## src/hw/rtl/hps_pkg.sv

```systemverilog
// Package for the hybrid process scheduler: shared constants, types, codes.
// No dependencies.
package hps_pkg;

	localparam int DefMaxProcs = 16;
	localparam logic [15:0] QuantumReset = 16'd3;
	localparam logic [4:0] SjnReset = 5'd2;
	localparam logic [4:0] PrioReset = 5'd5;

	localparam logic [1:0] CfgQuantum = 2'd0;
	localparam logic [1:0] CfgSjn = 2'd1;
	localparam logic [1:0] CfgPrio = 2'd2;

	localparam logic [1:0] KindRan = 2'd0;
	localparam logic [1:0] KindIdle = 2'd1;
	localparam logic [1:0] KindDone = 2'd2;
	localparam logic [1:0] KindAdmit = 2'd3;

	localparam logic [1:0] PolShortest = 2'd0;
	localparam logic [1:0] PolPriority = 2'd1;
	localparam logic [1:0] PolFirst = 2'd2;

	typedef struct packed {
		logic        func;
		logic [3:0]  proc_id;
		logic [15:0] arrival_time;
		logic [15:0] burst_time;
		logic [7:0]  prio_value;
	} cmd_t;

	typedef struct packed {
		logic [1:0]  kind;
		logic [3:0]  run_pid;
		logic [15:0] run_time;
		logic [31:0] now_time;
		logic        done_flag;
		logic [31:0] turnaround;
		logic [31:0] waiting;
	} res_t;

	typedef enum logic [3:0] {
		ST_IDLE, ST_ADMIT_FIND, ST_ADMIT_SHIFT, ST_ADMIT_WR, ST_SCAN, ST_EMPTY,
		ST_SORT_OUT, ST_SORT_CMP, ST_PICK, ST_SHIFT, ST_RUN, ST_FIN, ST_EMIT
	} state_t;

endpackage

```

## src/hw/rtl/hps_cmd_fifo.sv

```systemverilog
// Command queue between the intake front and the scheduling engine.
// Depends on hps_pkg.
module hps_cmd_fifo import hps_pkg::*; (
	input  logic clk,
	input  logic arst_n,
	input  logic wr_en,
	input  cmd_t wr_data,
	output logic full,
	input  logic rd_en,
	output cmd_t rd_data,
	output logic rd_valid
);
	cmd_t mem_q [2];
	logic wp_q, rp_q;
	logic [1:0] cnt_q;

	assign full = cnt_q == 2'd2;
	assign rd_valid = cnt_q != 2'd0;
	assign rd_data = mem_q[rp_q];

	always_ff @(posedge clk) begin
		if (wr_en) mem_q[wp_q] <= wr_data;
	end

	always_ff @(posedge clk or negedge arst_n) begin
		if (!arst_n) begin
			wp_q <= 1'b0; rp_q <= 1'b0; cnt_q <= 2'd0;
		end else begin
			if (wr_en) wp_q <= ~wp_q;
			if (rd_en) rp_q <= ~rp_q;
			cnt_q <= cnt_q + {1'b0, wr_en} - {1'b0, rd_en};
		end
	end
endmodule

```

## src/hw/rtl/hps_engine.sv

```systemverilog
// Scheduling engine: process table, ready queue, sequencer and result register.
// Depends on hps_pkg.
module hps_engine import hps_pkg::*; #(
	parameter int MAX_PROCS = DefMaxProcs
) (
	input  logic        clk,
	input  logic        arst_n,
	input  logic        cmd_valid,
	input  cmd_t        cmd,
	output logic        cmd_take,
	input  logic [15:0] quantum,
	input  logic [4:0]  sjn_limit,
	input  logic [4:0]  priority_limit,
	output logic        res_valid,
	output res_t        res,
	input  logic        res_take
);
	localparam int IW = $clog2(MAX_PROCS);
	localparam int CW = $clog2(MAX_PROCS + 1);

	logic [15:0] arr_q [MAX_PROCS];
	logic [15:0] bur_q [MAX_PROCS];
	logic [15:0] rem_q [MAX_PROCS];
	logic [7:0]  pri_q [MAX_PROCS];
	logic [IW-1:0] ord_q [MAX_PROCS];
	logic [MAX_PROCS-1:0] adm_q, que_q, fin_q;
	logic [CW-1:0] cnt_q;
	logic [31:0] clk_q;

	state_t st_q, st_d;
	cmd_t cmd_q;
	logic [CW-1:0] i_q, j_q;
	logic [IW-1:0] v_q, slot_q;
	logic [15:0] key_q, run_q;
	logic [1:0] pol_q;
	logic rv_q;
	res_t res_q, work_q;

	logic id_ok, adm_hit, shift_more, sort_move, scan_ok, emit_go;
	logic [IW-1:0] cid, iidx, jm1;
	logic [15:0] kprev;

	assign res_valid = rv_q;
	assign res = res_q;
	assign cmd_take = (st_q == ST_IDLE) && cmd_valid;

	function automatic logic [15:0] keyof(input logic [1:0] p, input logic [15:0] r,
		input logic [7:0] q);
		keyof = (p == PolShortest) ? r : {8'd0, q};
	endfunction

	function automatic res_t pack_res(input logic [1:0] k, input logic [3:0] pid,
		input logic [15:0] rt, input logic [31:0] nw, input logic d,
		input logic [31:0] ta, input logic [31:0] wt);
		pack_res = '{k, pid, rt, nw, d, ta, wt};
	endfunction

	always_comb begin
		id_ok = {28'd0, cmd_q.proc_id} < 32'(MAX_PROCS);
		cid = IW'(cmd_q.proc_id);
		iidx = i_q[IW-1:0];
		jm1 = IW'(j_q - CW'(1));
		kprev = keyof(pol_q, rem_q[ord_q[jm1]], pri_q[ord_q[jm1]]);
		scan_ok = adm_q[iidx] && !que_q[iidx] && !fin_q[iidx] && ({16'd0, arr_q[iidx]} <= clk_q);
		adm_hit = ord_q[iidx] == cid;
		shift_more = (i_q + CW'(1)) < cnt_q;
		sort_move = (j_q != '0) && (kprev > key_q);
		// result register frees up either empty or by a transfer this cycle
		emit_go = (st_q == ST_EMIT) && (!rv_q || res_take);
	end

	always_comb begin
		st_d = st_q;
		unique case (st_q)
			ST_IDLE:        if (cmd_take) st_d = cmd.func ? ST_SCAN : ST_ADMIT_FIND;
			ST_ADMIT_FIND: begin
				if (!id_ok) st_d = ST_EMIT;
				else if (!que_q[cid] || i_q >= cnt_q) st_d = ST_ADMIT_WR;
				else if (adm_hit) st_d = ST_ADMIT_SHIFT;
			end
			ST_ADMIT_SHIFT: if (!shift_more) st_d = ST_ADMIT_WR;
			ST_ADMIT_WR:    st_d = ST_EMIT;
			ST_SCAN:        if (i_q == CW'(MAX_PROCS - 1)) st_d = ST_EMPTY;
			ST_EMPTY:       st_d = (cnt_q == '0) ? ST_EMIT : ST_SORT_OUT;
			ST_SORT_OUT:    st_d = (pol_q == PolFirst || i_q >= cnt_q) ? ST_PICK : ST_SORT_CMP;
			ST_SORT_CMP:    if (!sort_move) st_d = ST_SORT_OUT;
			ST_PICK:        st_d = ST_SHIFT;
			ST_SHIFT:       if (!shift_more) st_d = ST_RUN;
			ST_RUN:         st_d = ST_FIN;
			ST_FIN:         st_d = ST_EMIT;
			ST_EMIT:        if (emit_go) st_d = ST_IDLE;
			default:        st_d = ST_IDLE;
		endcase
	end

	always_ff @(posedge clk) begin
		if (cmd_take) cmd_q <= cmd;
	end

	always_ff @(posedge clk or negedge arst_n) begin
		if (!arst_n) begin
			st_q <= ST_IDLE; adm_q <= '0; que_q <= '0; fin_q <= '0;
			cnt_q <= '0; clk_q <= '0; rv_q <= 1'b0;
			i_q <= '0; j_q <= '0; v_q <= '0; slot_q <= '0; key_q <= '0; run_q <= '0;
			pol_q <= '0; res_q <= '0; work_q <= '0;
		end else begin
			st_q <= st_d;
			if (emit_go) rv_q <= 1'b1;
			else if (res_take) rv_q <= 1'b0;
			if (emit_go) res_q <= work_q;
			unique case (st_q)
				ST_IDLE: if (cmd_take) i_q <= '0;
				ST_ADMIT_FIND: begin
					if (!id_ok)
						work_q <= pack_res(KindAdmit, 4'd0, 16'd0, clk_q, 1'b0, 32'd0, 32'd0);
					else if (que_q[cid] && i_q < cnt_q && !adm_hit) i_q <= i_q + CW'(1);
				end
				ST_ADMIT_SHIFT: begin
					if (shift_more) begin
						ord_q[iidx] <= ord_q[IW'(i_q + CW'(1))];
						i_q <= i_q + CW'(1);
					end else begin
						cnt_q <= cnt_q - CW'(1);
					end
				end
				ST_ADMIT_WR: begin
					arr_q[cid] <= cmd_q.arrival_time; bur_q[cid] <= cmd_q.burst_time;
					rem_q[cid] <= cmd_q.burst_time; pri_q[cid] <= cmd_q.prio_value;
					adm_q[cid] <= 1'b1; que_q[cid] <= 1'b0; fin_q[cid] <= 1'b0;
					work_q <= pack_res(KindAdmit, 4'd0, 16'd0, clk_q, 1'b0, 32'd0, 32'd0);
				end
				ST_SCAN: begin
					if (scan_ok && cnt_q < CW'(MAX_PROCS)) begin
						ord_q[cnt_q[IW-1:0]] <= iidx;
						cnt_q <= cnt_q + CW'(1);
						que_q[iidx] <= 1'b1;
					end
					if (i_q != CW'(MAX_PROCS - 1)) i_q <= i_q + CW'(1);
				end
				ST_EMPTY: begin
					if (cnt_q == '0) begin
						if ((adm_q & ~fin_q) == '0) begin
							work_q <= pack_res(KindDone, 4'd0, 16'd0, clk_q, 1'b0, 32'd0, 32'd0);
						end else begin
							work_q <= pack_res(KindIdle, 4'd0, 16'd0, clk_q + 32'd1, 1'b0,
								32'd0, 32'd0);
							clk_q <= clk_q + 32'd1;
						end
					end else begin
						if (32'(cnt_q) <= 32'(sjn_limit)) pol_q <= PolShortest;
						else if (32'(cnt_q) <= 32'(priority_limit)) pol_q <= PolPriority;
						else pol_q <= PolFirst;
						i_q <= CW'(1);
					end
				end
				ST_SORT_OUT: begin
					if (pol_q != PolFirst && i_q < cnt_q) begin
						v_q <= ord_q[iidx];
						key_q <= keyof(pol_q, rem_q[ord_q[iidx]], pri_q[ord_q[iidx]]);
						j_q <= i_q;
					end
				end
				ST_SORT_CMP: begin
					if (sort_move) begin
						ord_q[j_q[IW-1:0]] <= ord_q[jm1];
						j_q <= j_q - CW'(1);
					end else begin
						ord_q[j_q[IW-1:0]] <= v_q;
						i_q <= i_q + CW'(1);
					end
				end
				ST_PICK: begin
					slot_q <= ord_q[0];
					i_q <= '0;
				end
				ST_SHIFT: begin
					if (shift_more) begin
						ord_q[iidx] <= ord_q[IW'(i_q + CW'(1))];
						i_q <= i_q + CW'(1);
					end else begin
						cnt_q <= cnt_q - CW'(1);
						que_q[slot_q] <= 1'b0;
						run_q <= (quantum < rem_q[slot_q]) ? quantum : rem_q[slot_q];
					end
				end
				ST_RUN: begin
					rem_q[slot_q] <= rem_q[slot_q] - run_q;
					clk_q <= clk_q + {16'd0, run_q};
				end
				ST_FIN: begin
					if (rem_q[slot_q] == 16'd0) begin
						fin_q[slot_q] <= 1'b1;
						work_q <= pack_res(KindRan, 4'(slot_q), run_q, clk_q, 1'b1,
							clk_q - {16'd0, arr_q[slot_q]},
							clk_q - {16'd0, arr_q[slot_q]} - {16'd0, bur_q[slot_q]});
					end else begin
						work_q <= pack_res(KindRan, 4'(slot_q), run_q, clk_q, 1'b0, 32'd0, 32'd0);
						ord_q[cnt_q[IW-1:0]] <= slot_q;
						cnt_q <= cnt_q + CW'(1);
						que_q[slot_q] <= 1'b1;
					end
				end
				ST_EMIT: ;
				default: ;
			endcase
		end
	end
endmodule

```

## src/hw/rtl/hybrid_process_scheduler.sv

```systemverilog
// Top level of the hybrid process scheduler: config registers, intake queue,
// engine with result register. Depends on hps_pkg, hps_cmd_fifo, hps_engine.
//
// Usage: push a command (func 0 admit, 1 dispatch) while full is low; one
// result per command appears on the result ports while empty is low and is
// removed with pop. Config writes (cfg_valid/cfg_ready, cfg_index, cfg_data)
// are always accepted and must happen only while idle.
// An admit of an unqueued slot goes straight to the table write; an admit of a
// queued slot first searches the queue and closes it up. A dispatch scans the
// table one slot per cycle, then gives an idle tick or all-done result if
// nothing is queued, or else a run, picked first-come or after the stable
// insertion sort. The engine works one command at a time.
// A two-entry intake queue accepts commands while the engine runs.
// Reset clears the process flags, queue count, clock and config to defaults.
// If pop is held low the result waits; the engine still carries out the next
// command and holds its result until the waiting one is taken.
module hybrid_process_scheduler import hps_pkg::*; #(
	parameter int MAX_PROCS = DefMaxProcs
) (
	input  logic        clk,
	input  logic        arst_n,
	input  logic        push,
	output logic        full,
	input  logic        func,
	input  logic [3:0]  proc_id,
	input  logic [15:0] arrival_time,
	input  logic [15:0] burst_time,
	input  logic [7:0]  prio_value,
	output logic        empty,
	input  logic        pop,
	output logic [1:0]  kind,
	output logic [3:0]  run_pid,
	output logic [15:0] run_time,
	output logic [31:0] now_time,
	output logic        done_flag,
	output logic [31:0] turnaround,
	output logic [31:0] waiting,
	input  logic        cfg_valid,
	output logic        cfg_ready,
	input  logic [1:0]  cfg_index,
	input  logic [15:0] cfg_data
);
	logic [15:0] quantum_q;
	logic [4:0] sjn_q, prio_q;
	cmd_t in_cmd, f_cmd;
	logic f_valid, f_take, rvalid;
	res_t r;

	assign cfg_ready = 1'b1;
	always_ff @(posedge clk or negedge arst_n) begin
		if (!arst_n) begin
			quantum_q <= QuantumReset; sjn_q <= SjnReset; prio_q <= PrioReset;
		end else if (cfg_valid) begin
			case (cfg_index)
				CfgQuantum: quantum_q <= cfg_data;
				CfgSjn:     sjn_q <= cfg_data[4:0];
				CfgPrio:    prio_q <= cfg_data[4:0];
				default:    ;
			endcase
		end
	end

	assign in_cmd = '{func, proc_id, arrival_time, burst_time, prio_value};

	hps_cmd_fifo u_fifo (
		.clk, .arst_n, .wr_en(push && !full), .wr_data(in_cmd), .full,
		.rd_en(f_take), .rd_data(f_cmd), .rd_valid(f_valid)
	);

	hps_engine #(.MAX_PROCS(MAX_PROCS)) u_eng (
		.clk, .arst_n, .cmd_valid(f_valid), .cmd(f_cmd), .cmd_take(f_take),
		.quantum(quantum_q), .sjn_limit(sjn_q), .priority_limit(prio_q),
		.res_valid(rvalid), .res(r), .res_take(pop && !empty)
	);

	assign empty = !rvalid;
	assign kind = r.kind;
	assign run_pid = r.run_pid;
	assign run_time = r.run_time;
	assign now_time = r.now_time;
	assign done_flag = r.done_flag;
	assign turnaround = r.turnaround;
	assign waiting = r.waiting;
endmodule

```

## config.mk

```make
export PLATFORM = sky130hd
export DESIGN_NAME = hybrid_process_scheduler
export DESIGN_NICKNAME = d
export VERILOG_FILES = /design/src/hw/rtl/hps_pkg.sv /design/src/hw/rtl/hps_cmd_fifo.sv /design/src/hw/rtl/hps_engine.sv /design/src/hw/rtl/hybrid_process_scheduler.sv
export SDC_FILE = /design/constraint.sdc
export NUM_CORES = 2
export LEC_CHECK = 0
export ABC_AREA = 0
export CAP_MARGIN = 5
export CORE_MARGIN = 4
export CORE_UTILIZATION = 45
export CTS_BUF_LIST = sky130_fd_sc_hd__clkbuf_8
export DETAILED_ROUTE_END_ITERATION = 10
export DONT_BUFFER_PORTS = 1
export GPL_ROUTABILITY_DRIVEN = 0
export PLACE_DENSITY = 0.62
export SETUP_SLACK_MARGIN = 0.4
export SLEW_MARGIN = 20
export SYNTH_ARGS = -nofsm -noshare
export SYNTH_HDL_FRONTEND = slang
export SYNTH_HIERARCHICAL = 1
export SYNTH_SLANG_ARGS = --single-unit
```

## constraint.sdc

```tcl
create_clock -name clk -period 17.45 [get_ports clk]
set_input_delay 0.8725 -clock clk [delete_from_list [all_inputs] [get_ports clk]]
set_output_delay 0.8725 -clock clk [all_outputs]
set_load 0.01 [all_outputs]
```

**Yosys cells after proc, flatten, opt, wreduce, memory -nomap -nowiden**

Memory sizes are Yosys's and may differ from the RTL's. A register that Yosys moved wholly into a read port is not among the register bits.
Cells that the tools add are included.

- Input port bits: 68
- Output and inout port bits: 122
- Memories kept: 6
- Word-level logic and storage cells: 289
- Memory bits (writable): 1050
- Flip-flop bits (word level): 450

- Add/subtract/negate cells: 11
- Reductions and logical operators: 68
- Multiplexer cells: 95
- Bitwise operators: 18
- $lt $le $gt $ge: 15
- Eq/ne operators: 39

Memories:

| memory | words | width | read ports | clocked after memory_dff | write ports | RTL line | RTL |
|---|---|---|---|---|---|---|---|
| u_eng.arr_q | 16 | 16 | 2 | 0 | 1 | hps_engine.sv:21 | `logic [15:0] arr_q [MAX_PROCS];` |
| u_eng.bur_q | 16 | 16 | 1 | 0 | 1 | hps_engine.sv:22 | `logic [15:0] bur_q [MAX_PROCS];` |
| u_eng.rem_q | 16 | 16 | 3 | 0 | 1 | hps_engine.sv:23 | `logic [15:0] rem_q [MAX_PROCS];` |
| u_eng.pri_q | 16 | 8 | 2 | 0 | 1 | hps_engine.sv:24 | `logic [7:0] pri_q [MAX_PROCS];` |
| u_fifo.mem_q | 2 | 45 | 1 | 0 | 1 | hps_cmd_fifo.sv:13 | `cmd_t mem_q [2];` |
| u_eng.ord_q | 16 | 4 | 4 | 1 | 1 | hps_engine.sv:25 | `logic [IW-1:0] ord_q [MAX_PROCS];` |

Operators with widths:

| cell | number |
|---|---|
| one-hot mux 119 bit (3 select lines) | 1 |
| 2-to-1 mux 119 bit | 2 |
| 2-to-1 mux 16 bit | 8 |
| 2-to-1 mux 4 bit | 18 |
| 2-to-1 mux 65 bit | 1 |
| bitwise AND 16 bit | 4 |
| 2-to-1 mux 32 bit | 2 |
| OR 16 bit | 4 |
| one-hot mux 16 bit (4 select lines) | 1 |
| one-hot mux 32 bit (2 select lines) | 1 |
| subtractor 32 x 16 -> 32 bit | 2 |
| 2-to-1 mux 5 bit | 11 |
| NOT 16 bit | 3 |
| one-hot mux 4 bit (12 select lines) | 1 |
| 2-to-1 mux 1 bit | 35 |
| one-hot mux 5 bit (7 select lines) | 1 |
| adder 32 x 1 -> 32 bit (second input constant) | 1 |
| adder 32 x 16 -> 32 bit | 1 |
| <= comparator 16 x 32 -> 1 bit | 1 |
| logical NOT 16 bit | 2 |
| one-hot mux 16 bit (2 select lines) | 1 |
| logical AND 1 bit | 23 |
| == test 4 bit (second input constant) | 5 |
| inequality test 2 x 1 -> 1 bit (second input constant) | 10 |
| 48 further kinds | 107 |

**Logic depth before layout (Yosys ltp)**

- Depth after elaboration: 15
- Depth in mapped cells: 27
- Mapped depth without buffers: 22

**Cells and area by module**

The synthesis kept the hierarchy.

By module, submodules not included:

| module | area each (µm²) | sequential area each (µm²) | cells each | times used |
|---|---|---|---|---|
| hps_engine | 68690.9 | 39658.0 | 4714 | 1 |
| hps_cmd_fifo | 3646.0 | 2802.7 | 155 | 1 |
| hybrid_process_scheduler | 1026.0 | 656.9 | 61 | 1 |

**Worst setup path before layout**

No wires, ideal clock.

- Path type: register to register
- From: register u_eng.slot_q[0], read port of u_eng.ord_q
- To: register u_eng/work_q[28] (netlist bit)
- Slack: 10.861 ns
- Data required time: 17.329 ns
- Data arrival time: 6.468 ns
- Path buffers: 5
- Period minus slack after synthesis: 6.589 ns
- Stages on the path, launching flop included: 27
- Library setup time: 0.121 ns
- Cells stage by stage: dfrtp_1 > buf_4 > buf_2 > clkbuf_1 > buf_2 > buf_1 > mux4_2 > mux4_2 > inv_1 > ha_1 > nor2b_1 > o31a_1 > o21a_1 > nor2_1 > o21ai_0 > a21oi_1 > xnor2_1 > ha_1 > or4_1 > o22ai_1 > o21ai_0 > a221oi_1 > nand2_1 > a21oi_1 > nand4_1 > xnor2_1 > a22o_1

- Word-level cells in the longest chain between the ends: 5
- Elaborated cells on any way between the ends: 8
- Those cells by class: 2 x add/sub; 2 x mux; 1 x reduce/logical; 3 x memory

RTL lines:

| what | RTL line | RTL |
|---|---|---|
| from (decl) | hps_engine.sv:33 | `logic [IW-1:0] v_q, slot_q;` |
| memory (16 x 16 bit) | n/a |  |
| subtractor 32 x 16 -> 32 bit (2 in a row) | hps_engine.sv:195 | `clk_q - {16'd0, arr_q[slot_q]} - {16'd0, bur_q[slot_q]});` |
| 2-to-1 mux 65 bit * | hps_engine.sv:191 | `if (rem_q[slot_q] == 16'd0) begin` |
| one-hot mux 119 bit (3 select lines) * | hps_engine.sv:111 | `unique case (st_q)` |
| to (signal assigned) | hps_engine.sv:115 | `work_q <= pack_res(KindAdmit, 4'd0, 16'd0, clk_q, 1'b0, 32'd0, 32'd0);` |
| to (signal assigned) | hps_engine.sv:193 | `work_q <= pack_res(KindRan, 4'(slot_q), run_q, clk_q, 1'b1,` |
| to (signal assigned) | hps_engine.sv:197 | `work_q <= pack_res(KindRan, 4'(slot_q), run_q, clk_q, 1'b0, 32'd0, 32'd0);` |
| to (decl) | hps_engine.sv:37 | `res_t res_q, work_q;` |

Mark *: on every way between the ends. The rest lies on a longest branch, timed or not.
A chain may end at the register's enable or synchronous reset.

**Worst setup path after layout**

- From: register u_eng.j_q[0]
- To: memory u_eng/ord_q[11][2] (netlist bit) (data pin)

- Word-level cells in the longest chain between the ends: 13
- Elaborated cells on any way between the ends: 20
- Those cells by class: 1 x add/sub; 1 x order compare; 9 x mux; 1 x bitwise; 5 x reduce/logical; 3 x memory

RTL lines:

| what | RTL line | RTL |
|---|---|---|
| from (decl) | hps_engine.sv:32 | `logic [CW-1:0] i_q, j_q;` |
| from (signal assigned) | hps_engine.sv:160 | `j_q <= i_q;` |
| from (signal assigned) | hps_engine.sv:166 | `j_q <= j_q - CW'(1);` |
| subtractor 5 x 1 -> 5 bit | hps_engine.sv:62 | `jm1 = IW'(j_q - CW'(1));` |
| memory (16 x 4 bit) | n/a |  |
| memory (16 x 8 bit) or memory (16 x 16 bit) (tied branches) | n/a |  |
| 2-to-1 mux 16 bit | hps_engine.sv:49 | `keyof = (p == PolShortest) ? r : {8'd0, q};` |
| greater-than comparator 16 bit | hps_engine.sv:67 | `sort_move = (j_q != '0) && (kprev > key_q);` |
| logical AND 1 bit | hps_engine.sv:67 |  |
| 2-to-1 mux 1 bit | hps_engine.sv:164 | `if (sort_move) begin` |
| 2-to-1 mux 1 bit | hps_engine.sv:111 |  |
| logical AND 1 bit, on equally long branches | hps_engine.sv:165, hps_engine.sv:168 |  |
| 2-to-1 mux 1 bit, on equally long branches | hps_engine.sv:165, hps_engine.sv:168 |  |
| OR 1 bit (no source line) | n/a |  |
| OR reduction 4 bit (no source line) | n/a |  |
| 2-to-1 mux 4 bit (no source line) * | n/a |  |
| to (decl) | hps_engine.sv:25 |  |

Marks and branches as above.

==> run summary <==
Crit share post-route - 50.93%
Pwr Density - 198.4 nW/µm²
Crit path required time - 18080 ps
# hold bufs at CTS - 62
Die Width - 411.8 µm
Overall Global Routing Usage - 24.37%
Port buffer count - 0
Detailed placer's ending HPWL - 128400 µm
Synth Instances - 4930
RSZ-0062 raised after global routing - false
Crit-path slowest cell - o21ai_1
Critical path cell sequence - buf_4 > inv_1 > ha_1 > mux4_2 > mux4_4 > buf_4 > buf_4 > nor2b_1 > a211oi_1 > a211oi_1 > a211oi_1 > or4_1 > ha_1 > nor2b_1 > o21a_1 > o21a_1 > o21ai_0 > a21oi_1 > o21ai_1 > mux2_2 > nor2_1 > a21oi_1
Syn_nets - 5147
Largest stage delay, worst path - 850 ps
Fillers - 13556
ANT nets after route - 0
Vias - 45685
TritonCTS clock tree - yes
Synth top area cells - edfxtp_1, mux4_2, dfrtp_1
Top cell type's share of synthesized area - 44.78%
Post-CTS Setup Inserts - 0
Largest area contributor in the netlist - edfxtp_1
Gr ovfl total - 0
Synthesis warning total - 6
CTS Sinks - 1504
Max Cap Viol - 0
TritonRoute pass-1 iters - 6
Worst Max-Slew Pin Slew - 1237 ps
Core ar. - 161300 µm²
Post-synth EDFFs - 1094
Worst Setup SP - u_eng/j_q[0]$_DFFE_PN0P_
Cells after DPL - 6860
Clk_lat worst skew - 1020 ps
Main synth FF type - edfxtp_1
Max VDD drop - 150.5 µV
Hold_sp - push
Post-Route WL - 207900 µm
FMAX - 112.5 MHz
Top-level port count - 190
Final hold vios - 0
Drt wl/cell - 28.19 µm
Worst Skew - 71.75 ps
Slew margin rel. - 17.35%
CTS resizes - 0
CP Class - reg -> reg
Fraction of layout cells with a size suffix above 1 - 23.05%
Mean post-synth cell area - 14.88 µm²
Sequential area share after synthesis - 58.77%
Clock-pin slew on the worst setup and hold paths - 70 ps
Number of global-route vias before repair - 45898
Num CTS Buffers - 241
Root Buffer - clkbuf_8
Crit start category - flop
Final Max Tran Viols - 0
Reg2reg start - u_eng/j_q[0]$_DFFE_PN0P_
Leakage - 0.02982 µW
Final setup viols - 0
Drt initial violations - 4708
Row count - 147
Initial Utilization - 45.48%
Drt drc - 0
CTS H-tree depth - 4
Initial antenna violation count - 8
Async set-reset flop share out of synthesis - 27.26%
Via density per instance - 6.194
Synth cell types - 82
Min Tclk post-route - 8888 ps
Non-Filler Instances - 7376
Max clock buf depth - 3
Post-synth top cells - edfxtp_1, mux4_2, dfrtp_1
First-pass GRT wire length - 305500 µm
Count of state elements after synthesis - 1504
Outcome - completed
Largest net degree at the start of global routing - 411
Final TNS setup - 0 ps
Most frequent cell after synthesis - edfxtp_1
Synthesized area - 73360 µm²
Synth-to-Final Area Change - 10.81%
Hold WC Path Type - in -> reg
Final #Nets - 5226
Critical path peak fanout - 72
Crit end category - flop
Die area - 169600 µm²
Die height - 411.8 µm
Crit path DAT - 9520 ps
[state kept, by name (all words and copies together) (netlist names), 16 cells and up]
register,flops
u_eng/key_q,16
u_eng/res,119
u_eng/run_q,16
u_eng/arr_q,256
u_eng/bur_q,256
u_eng/rem_q,256
u_eng/adm_q,16
u_eng/clk_q,32
u_eng/que_q,16
u_eng/cmd_q,40
quantum_q,16
u_eng/pri_q,128
u_eng/ord_q,64
u_fifo/mem_q,90
u_eng/work_q,119
u_eng/fin_q,16
[layout by cell type, fill, tap and decap left out, types with 31 or more instances in the layout]
| master | n |
|---|---|
| a22oi_1 | 34 |
| nor2b_1 | 127 |
| inv_1 | 237 |
| a21o_1 | 33 |
| nand4_1 | 31 |
| xor2_1 | 48 |
| a21oi_1 | 221 |
| a211oi_1 | 206 |
| buf_4 | 90 |
| nand3_1 | 69 |
| clkbuf_8 | 268 |
| ha_1 | 144 |
| mux2_4 | 39 |
| xnor2_1 | 94 |
| nor2_1 | 135 |
| clkinv_1 | 39 |
| dfrtp_1 | 398 |
| dlygate4sd3_1 | 62 |
| clkinv_2 | 40 |
| mux2_2 | 167 |
| edfxtp_1 | 1094 |
| a22o_1 | 48 |
| mux4_2 | 461 |
| mux2i_1 | 167 |
| o21ai_0 | 170 |
| a32o_1 | 31 |
| nor3_1 | 48 |
| nand2_1 | 298 |
[area by class of cell]
| class | instances | area [µm²] | area share, % |
|---|---|---|---|
| multi-input cells | 2935 | 28460 | 35.01 |
| clock inverters | 180 | 1232 | 1.516 |
| diodes | 2 | 5.005 | 0.006156 |
| well taps | 2160 | 2703 | 3.324 |
| inverters | 170 | 638.1 | 0.7849 |
| repair buffers | 157 | 1426 | 1.755 |
| clock buffers | 268 | 3689 | 4.537 |
| flip-flops and latches | 1504 | 43140 | 53.06 |
[where the power goes]
group	total (µW)	internal, µW	switching, µW
Sequential	4810	4350	458
Clock	3050	1590	1450
Combinational	8280	3230	5050
[per-layer routing]
layer,vias up,track usage (%),share of wire [%]
met1,23457,32.82,40
li1,19592,-,-
met3,449,5.557,9.3
met4,6,9.216,3.7
met5,-,0,0.025
met2,2181,38.75,47
[through the flow]
stage | power [µW] | setup WS (ps) | hold WS [ps] | instance area (µm²) | util (%)
after floorplan | 10560 | 10860 | 431.1 | 73360 | -
after global routing | 17040 | 8095 | 204.4 | 81290 | 50.40
after detailed placement | 12970 | 8742 | 453.6 | 75610 | 46.87
after global placement | 12860 | 8912 | 442.9 | 75600 | 46.87
after CTS | 16090 | 8698 | 137.9 | 81170 | 50.32
final | 16130 | 8562 | 258.4 | 81290 | 50.40
[critical path, delay by kind of cell, from the launching register on]
kind,cells,cell delay (ps)
compound gates,9,3230
fa+ha+maj,2,990
buf+inv,4,2030
flops,1,320
mux,3,1420
simple gates,4,390
[cells by family (layout without fill, tap and decap cells)]
logic type | count (synthesis) | in the layout | synth area share [%]
DFF | 1504 | 1504 | 58.77
AOI/OAI and AO/OA | 908 | 908 | 8.186
and+or+nand+nor | 894 | 894 | 5.976
muxes | 839 | 839 | 19.95
buffers and inverters | 491 | 775 | 2.782
adders and majority gates | 149 | 149 | 2.592
xor gates and xnor gates | 144 | 144 | 1.740
other | 1 | 3 | 0.005112
[path summary, 6_finish.rpt]
check	end	cells after the start	slack [ps]
min reg2reg	u_eng/adm_q[5]$_DFFE_PN0P_	2	470
min	u_fifo/wp_q$_DFFE_PN0P_	2	260
max reg2reg	u_eng/ord_q[11][2]$_DFFE_PP_	22	8560
max	u_eng/ord_q[11][2]$_DFFE_PP_	22	8560
max in group asynchronous	u_eng/slot_q[1]$_DFFE_PN0P_	5	14810
min in group asynchronous	u_eng/res[49]$_DFFE_PN0P_	2	360
(Power assumes the default switching activity.)
